[config.mk]
export PLATFORM = sky130hd
export DESIGN_NAME = pavm_ctrl
export DESIGN_NICKNAME = d
export VERILOG_FILES = /design/src/sv/pavm_pkg.sv /design/src/sv/pavm_ctrl.sv
export SDC_FILE = /design/constraint.sdc
export NUM_CORES = 1
export LEC_CHECK = 0
export ABC_AREA = 1
export BUFFER_PORTS_ARGS = -buffer_cell sky130_fd_sc_hd__buf_2
export CORE_UTILIZATION = 36
export DETAILED_ROUTE_END_ITERATION = 12
export PLACE_DENSITY = 0.57
export RECOVER_POWER = 25
export SYNTH_ARGS = -nofsm -noshare
export SYNTH_HDL_FRONTEND = slang
export SYNTH_SLANG_ARGS = --single-unit
[constraint.sdc]
create_clock -name clk -period 1.65 [get_ports clk]
set_input_delay 0.33 -clock clk [delete_from_list [all_inputs] [get_ports clk]]
set_output_delay 0.33 -clock clk [all_outputs]
set_load 0.03 [all_outputs]
[src/sv/pavm_pkg.sv]
// Shared types, constants and the sine table function of the polyphonic voice mixer.
package pavm_pkg;

	localparam int PHASE_W    = 24;
	localparam int SINE_DEPTH = 256;
	localparam int SINE_AW    = 8;
	localparam int LEN_W      = 20;
	localparam int LVL_W      = 16;
	localparam int GAIN_W     = 16;
	localparam int AMP_W      = 16;
	localparam int CMD_W      = 2;
	localparam int VIDX_W     = 3;
	localparam int WSEL_W     = 2;
	localparam int SAMPLE_W   = 16;
	localparam int ACT_W      = 4;
	localparam int CFG_IDX_W  = 3;
	localparam int CFG_DATA_W = 20;
	localparam int WAVE_W     = 17;
	localparam int V_W        = 18;
	localparam int ENV_W      = 17;
	localparam int C_W        = 19;
	localparam int Q_W        = 16;
	localparam int MB_W       = 17;
	localparam int EPROD_W    = LEN_W + MB_W;
	localparam int DIV_CNT_W  = 4;
	localparam int MIX_W      = 32;
	localparam int RES_W      = 48;

	typedef enum logic [CMD_W-1:0] {
		CMD_TICK     = 2'd0,
		CMD_NOTE_ON  = 2'd1,
		CMD_NOTE_OFF = 2'd2,
		CMD_NONE     = 2'd3
	} cmd_t;

	typedef enum logic [WSEL_W-1:0] {
		WV_SINE   = 2'd0,
		WV_SQUARE = 2'd1,
		WV_TRI    = 2'd2,
		WV_SAW    = 2'd3
	} wave_sel_t;

	typedef enum logic [2:0] {
		ST_DONE    = 3'd0,
		ST_ATTACK  = 3'd1,
		ST_DECAY   = 3'd2,
		ST_SUSTAIN = 3'd3,
		ST_RELEASE = 3'd4
	} env_stage_t;

	typedef enum logic [2:0] {
		LV_QUO  = 3'd0,
		LV_UP   = 3'd1,
		LV_DOWN = 3'd2,
		LV_REL  = 3'd3,
		LV_FIX  = 3'd4
	} lvl_mode_t;

	typedef enum logic [CFG_IDX_W-1:0] {
		CFG_ATTACK  = 3'd0,
		CFG_DECAY   = 3'd1,
		CFG_SUSTAIN = 3'd2,
		CFG_RELEASE = 3'd3,
		CFG_GAIN    = 3'd4
	} cfg_reg_t;

	typedef struct packed {
		logic start_tick;
		logic note_apply;
		logic scan;
		logic next_voice;
		logic vmul;
		logic emul;
		logic dinit;
		logic dstep;
		logic level;
		logic acc;
		logic mix1;
		logic mix2;
		logic out_load;
	} dp_cmd_t;

	typedef struct packed {
		logic voice_on;
		logic last_voice;
		logic need_div;
		logic div_last;
	} dp_stat_t;

	// Quarter-wave odd series in Q30, evaluated at elaboration only.
	function automatic logic signed [WAVE_W-1:0] sine_q15(input int k);
		longint unsigned u;
		longint unsigned quad;
		longint unsigned r;
		longint unsigned x;
		longint unsigned x2;
		longint unsigned t;
		longint unsigned s;
		longint unsigned v;
		logic signed [WAVE_W-1:0] vs;
		u = (64'(k) << 32) / SINE_DEPTH;
		quad = (u >> 30) & 64'd3;
		r = u & 64'd1073741823;
		if (quad[0])
			r = 64'd1073741824 - r;
		x = (r * 64'd1686629713) >> 30;
		x2 = (x * x) >> 30;
		t = 64'd1073741824;
		t = 64'd1073741824 - ((x2 * t) >> 30) / 110;
		t = 64'd1073741824 - ((x2 * t) >> 30) / 72;
		t = 64'd1073741824 - ((x2 * t) >> 30) / 42;
		t = 64'd1073741824 - ((x2 * t) >> 30) / 20;
		t = 64'd1073741824 - ((x2 * t) >> 30) / 6;
		s = (x * t) >> 30;
		v = (s * 64'd32768 + 64'd536870912) >> 30;
		vs = WAVE_W'(v);
		return (quad >= 64'd2) ? -vs : vs;
	endfunction

endpackage

[src/sv/pavm_ctrl.sv]
// Sequencing state machine of the polyphonic voice mixer.
module pavm_ctrl import pavm_pkg::*; (
	input  logic             clk,
	input  logic             arst_n,
	input  logic             in_valid,
	output logic             in_stall,
	input  logic [CMD_W-1:0] cmd,
	output logic             out_valid,
	input  logic             out_stall,
	output dp_cmd_t          ctl,
	input  dp_stat_t         stat
);

	typedef enum logic [10:0] {
		S_IDLE  = 11'b000_0000_0001,
		S_SCAN  = 11'b000_0000_0010,
		S_VMUL  = 11'b000_0000_0100,
		S_EMUL  = 11'b000_0000_1000,
		S_DINIT = 11'b000_0001_0000,
		S_DIV   = 11'b000_0010_0000,
		S_LEVEL = 11'b000_0100_0000,
		S_ACC   = 11'b000_1000_0000,
		S_MIX1  = 11'b001_0000_0000,
		S_MIX2  = 11'b010_0000_0000,
		S_OUT   = 11'b100_0000_0000
	} state_t;

	state_t state_q, state_d;
	logic   out_valid_q;
	logic   accept;

	assign in_stall  = (state_q != S_IDLE);
	assign accept    = in_valid && (state_q == S_IDLE);
	assign out_valid = out_valid_q;

	always_comb begin
		ctl     = '0;
		state_d = state_q;
		unique case (state_q)
			S_IDLE: begin
				if (accept) begin
					if (cmd == CMD_TICK) begin
						ctl.start_tick = 1'b1;
						state_d = S_SCAN;
					end else begin
						ctl.note_apply = 1'b1;
					end
				end
			end
			S_SCAN: begin
				if (stat.voice_on) begin
					ctl.scan = 1'b1;
					state_d = S_VMUL;
				end else if (stat.last_voice) begin
					state_d = S_MIX1;
				end else begin
					ctl.next_voice = 1'b1;
				end
			end
			S_VMUL: begin
				ctl.vmul = 1'b1;
				state_d = stat.need_div ? S_EMUL : S_LEVEL;
			end
			S_EMUL: begin
				ctl.emul = 1'b1;
				state_d = S_DINIT;
			end
			S_DINIT: begin
				ctl.dinit = 1'b1;
				state_d = S_DIV;
			end
			S_DIV: begin
				ctl.dstep = 1'b1;
				if (stat.div_last)
					state_d = S_LEVEL;
			end
			S_LEVEL: begin
				ctl.level = 1'b1;
				state_d = S_ACC;
			end
			S_ACC: begin
				ctl.acc = 1'b1;
				if (stat.last_voice) begin
					state_d = S_MIX1;
				end else begin
					ctl.next_voice = 1'b1;
					state_d = S_SCAN;
				end
			end
			S_MIX1: begin
				ctl.mix1 = 1'b1;
				state_d = S_MIX2;
			end
			S_MIX2: begin
				ctl.mix2 = 1'b1;
				state_d = S_OUT;
			end
			S_OUT: begin
				if (!out_valid_q || !out_stall) begin
					ctl.out_load = 1'b1;
					state_d = S_IDLE;
				end
			end
			default: state_d = S_IDLE;
		endcase
	end

	always_ff @(posedge clk or negedge arst_n) begin
		if (!arst_n) begin
			state_q     <= S_IDLE;
			out_valid_q <= 1'b0;
		end else begin
			state_q <= state_d;
			if (ctl.out_load)
				out_valid_q <= 1'b1;
			else if (!out_stall)
				out_valid_q <= 1'b0;
		end
	end

endmodule

==> flow_summary.ini, run 1 <==
[status]
status = finished with violations
violations = negative setup slack

[global_route]
grt_pass1_wl_mm = 3.45
grt_pass1_vias = 833
grt_max_degree = 13
grt-ovfl-total = 0
use_met1 = 0.225
antenna_found_initial = 0
grt_use_met3 = 0.0278
met2_usage = 0.329
busiest_layer = met2
grt_usage = 0.186

[detailed_routing]
vias = 863
vias_per_cell = 4.49
drt_iter0_drc = 9
firstDrtPassIters = 4
detail-route-antenna-nets = 0
drt_wl_total_mm = 2.11
post_drt_wl_per_cell_um = 11.0
drc_errors = 0

[cts]
cts_tree = done
cts_max_path_buffers = 2
cts_buffers = 3
clock_latency_ns = 0.28
cts.sinks = 12
root_buffer = clkbuf_4
clk_pin_slew_worst_paths_ns = 0.09
cts_htree_levels = 1

[power_and_ir_drop]
p_leak_nw = 0.832
power_density_nw_per_um2 = 971
ir_worst_vdd_uv = 751
power_mw = 1.32

[placement]
gp_congestion = 0.824
hpwl_mm = 1.45
portBuffers = 24
place_ws_ns = 0.0126
place_inst = 174
place_area_um2 = 1010

[synth]
avgSynthCellArea_um2 = 6.77
synth_xor_area_frac = 0
muxShareOfSynthArea = 0
synth_area_um2 = 812
ys_seq_elements = 12
synthAdderAreaFrac = 0
ys_warn_count = 0
yosysSeqAreaShare = 0.371
yosys.area_share.simple = 0.468
synth_compound_area_frac = 0.0308
netlist_instances = 120
syn-num-nets = 130
yosysUniqueCellTypes = 18
synth_top_family_by_area = simple AND/OR/NAND/NOR gates

[die]
rows = 16
die_h_um = 49.5
core_area_um2 = 2040
fp.dieW_um = 49.5
initial_utilization = 0.398
dieArea_um2 = 2450
ios = 25

[timing]
min_period_ns = 1.87
finalMaxSlewViolations = 0
timing.fmax_ghz = 0.534
hold_ws_ns = 0.275
rsz0062_at_grt = yes
worstMarginPinSlew_ns = 0.689
setup_ws_ns = -0.221
period_share = 1.13
setup_viol = 14
setup_tns_ns = -1.76
skew_ns = 0.00686
hold_viol_final = 0
relSlewSlack = 0.541

[setup_path]
critPathArrivalTime_ns = 1.54
worstPathRequired_ns = 1.32
critical_path.startpoint_type = flip-flop
r2r_cells = 9
critPathKind = reg2out
worstSetupEndpointType = output pin
worstSetupStartpoint = state_q[4]
r2r_start = state_q[0]
crit_fanout = 4

[min_path]
hold_path.class = in2reg
hp-start = stat[1]
holdPathStages = 3

[cells_and_area]
nets = 176
multi_input_area_um2 = 534
n_antenna_cell = 0
area_growth_pct = 67.8
final_common_cell = nand2_1
fin_area_um2 = 1360
final_core_util = 0.667
layout.cells.non_filler = 192
fill_cells = 191
drive_above_1_share = 0.552
layout_common_cells = nand2_1, inv_1, buf_6
regArea_um2 = 303

[run]
drv_cap = 0
layout make-up:
cell class / count / area share
clock buffer: 4 / 0.0266
inverter: 28 / 0.0790
multi-input combinational: 80 / 0.392
sequential: 12 / 0.222
tap: 27 / 0.0248
timing repair buffer: 41 / 0.255
sequential cells by signal, summed over array words and instances (netlist names):
| signal | cells |
|---|---|
| out_valid | 1 |
| state_q | 11 |
worst paths after layout:
kind | endpoint | slack, ns
worst max-delay path | ctl[9] | -0.22
worst min-delay path | state_q[3] | 0.27
worst max register to register | state_q[8] | 0.05
worst min register to register | out_valid | 0.49
max in group asynchronous | state_q[6] | 0.58
min in group asynchronous | state_q[4] | 0.59
per-layer routing:
layer,wire length (um),vias up
met5,0,-
met4,23,0
met3,53,4
met2,1140,16
met1,891,402
li1,-,441
cell families (layout without fill, tap and decap cells):
| family | count (synthesis) | count (layout) |
|---|---|---|
| buf+inv | 28 | 73 |
| compound gates | 5 | 5 |
| flops | 12 | 12 |
| simple gates | 75 | 75 |
cells in the mapped netlist, drive strengths merged:
master	number	share of area
o21ai	5	0.031
nand2	37	0.20
nor2	27	0.18
nand3b	1	0.0092
nor3	3	0.032
dfstp	1	0.032
dfrtp	11	0.34
nor3b	1	0.0092
nand3	6	0.043
inv	28	0.13
power by group:
part           switching [mW]  total, mW  internal, mW  leakage [nW]
combinational           0.446      0.728         0.282         0.649
clock                   0.109      0.243         0.134        0.0210
sequential             0.0208      0.352         0.331         0.162
what timing repair did:
item / CTS / global route
hold buffers: 1 / 0
hold endpoints to repair: 11 / 0
buffers inserted: 9 / 4
endpoints found under the setup margin: 14 / 18
pin swaps: 8 / 18
resized for setup: 48 / 23
worst max-delay path: stages (launching register included):
cell and delay, ns:
dfrtp_1 0.40, buf_6 0.13, inv_4 0.05, nand2_4 0.06, nor3_4 0.23, nand2_4 0.10, o21ai_2 0.15, buf_6 0.14
(Power assumes the default switching activity.)
==> run 2, diff against run 1 <==
PLACE_DENSITY = not set   (was 0.57)
REMOVE_ABC_BUFFERS = 1   (was not set)
==> run 2 against run 1 <==
The run still ends with negative setup slack left. Setup slack got worse by 0.17 ns. Maximum frequency down 8.5%. Clock-buffer cell count stayed put. Largest cell class unchanged. Clock skew down 0.0017 ns. Worst hold slack worse by 0.0049 ns. Non-clock buffer count up 14. Global-route usage grew 0.38 points. Sequential power hardly changed. Die area stayed put. Sequential cell count did not move. Critical path depth unchanged. Core utilization rose by 5.3 points.
==> flow_summary.ini, run 2 (synthesis results as in run 1) <==
[timing]
worstMarginPinSlew_ns = 0.683
rsz0062_at_grt = yes
period_share = 1.24
timing.fmax_ghz = 0.489
setup_viol = 18
hold_ws_ns = 0.270
setup_ws_ns = -0.395
skew_ns = 0.00520
finalMaxSlewViolations = 0
min_period_ns = 2.04
setup_tns_ns = -4.47
hold_viol_final = 0
relSlewSlack = 0.545

[setup_path]
crit_buf_inv = 2
path_delay_family = simple AND/OR/NAND/NOR gates
path_cells = nor2_2 > nand2_4 > nor2_8 > buf_6 > nand2_4 > nor3b_2 > buf_4
cp_slowest_cell = dfrtp_1
critPathMaxStageDelay_ns = 0.44
cpMostUsedCell = nand2_4
critical_path.startpoint_type = flip-flop
worstSetupEndpointType = output pin
critPathKind = reg2out
critPathArrivalTime_ns = 1.71
crit_fanout = 4
worstPathRequired_ns = 1.32

[global_route]
grt_pass1_wl_mm = 3.44
met2_usage = 0.354
grt_use_met3 = 0.00926
use_met1 = 0.206
grt_pass1_vias = 830
grt_usage = 0.190
grt-ovfl-total = 0
grt_max_degree = 13
busiest_layer = met2
antenna_found_initial = 0

[placement]
place_ws_ns = 0.0141
gp_congestion = 0.832
portBuffers = 24
hpwl_mm = 1.38

[cells_and_area]
drive_above_1_share = 0.587
top_register = state_q
largest_reg_flops = 11
n_antenna_cell = 0
regArea_um2 = 302
final_core_util = 0.720
fill_cells = 166
nets = 190
multi_input_area_um2 = 528
final_common_cell = buf_4
area_growth_pct = 81.0
layout_common_cells = buf_4, nand2_1, inv_1, buf_6

[die]
dieArea_um2 = 2450
ios = 25
fp.dieW_um = 49.5
die_h_um = 49.5
core_area_um2 = 2040
rows = 16
initial_utilization = 0.398

[detailed_routing]
drc_errors = 0
vias_per_cell = 4.60
post_drt_wl_per_cell_um = 12.8
firstDrtPassIters = 4
drt_iter0_drc = 27
vias = 948
detail-route-antenna-nets = 0
drt_wl_total_mm = 2.64

[status]
violations = negative setup slack
status = finished with violations

[power_and_ir_drop]
power_mw = 1.44
power_density_nw_per_um2 = 982
ir_worst_vdd_uv = 857
p_leak_nw = 0.883

[cts]
root_buffer = clkbuf_4
cts_tree = done
clock_latency_ns = 0.29
cts_buffers = 3
clk_pin_slew_worst_paths_ns = 0.08
cts_htree_levels = 1
cts.sinks = 12
cts_max_path_buffers = 2

[min_path]
hold_path.class = in2reg

[run]
drv_cap = 0
==> run 2: changes by cell type in the layout (fill, tap and decap cells not counted), moves of 2 or more <==
| cell | before | now |
|---|---|---|
| nor2_1 | 15 | 11 |
| buf_4 | 13 | 25 |
| buf_6 | 17 | 19 |
| inv_2 | 9 | 7 |
| nor2_2 | 5 | 8 |
| nand2_1 | 20 | 22 |
==> run 2: final cells by class <==
cell class / count / share of cell area
timing repair buffer: 55 / 0.313
tap: 27 / 0.0230
inverter: 28 / 0.0749
clock buffer: 4 / 0.0247
multi-input combinational: 80 / 0.359
sequential: 12 / 0.205
==> run 2: worst min-delay path, delay by kind of cell <==
kind / cells / cell delay [ns]
simple gates: 2 / 0.12
buf+inv: 1 / 0.08
==> run 2: path summary, 6_finish.rpt <==
kind                            start          to  slack [ns]  cells after the start
max reg2reg                state_q[5]  state_q[8]       -0.16                     12
min                         out_stall   out_valid        0.27                      3
min reg2reg                 out_valid   out_valid        0.50                      2
max in group asynchronous      arst_n   out_valid        0.63                      2
min in group asynchronous      arst_n  state_q[6]        0.59                      2
max                        state_q[5]     ctl[11]       -0.39                      7
==> run 2: through the flow <==
step	std cells	cell area, um^2
6_report	206	1470
5_1_grt	206	1470
4_1_cts	193	1240
3_5_place_dp	174	988
3_3_place_gp	174	988
2_1_floorplan	120	812
==> run 2: report_power, final <==
group	switching [mW]	internal, mW
sequential	0.0193	0.331
combinational	0.483	0.362
clock	0.114	0.135
==> run 2: metal layers <==
layer	wire length [um]	vias to the layer above	part of all wire
met4	95	0	0.036
li1	-	468	-
met5	0	-	0
met2	1370	36	0.52
met3	105	9	0.040
met1	1060	435	0.40
==> run 2: what timing repair did <==
item,CTS,global route
hold endpoints to repair,11,0
hold buffers,1,0
resized for setup,37,40
buffers inserted,15,15
pin swaps,8,15
setup endpoints to repair,14,18
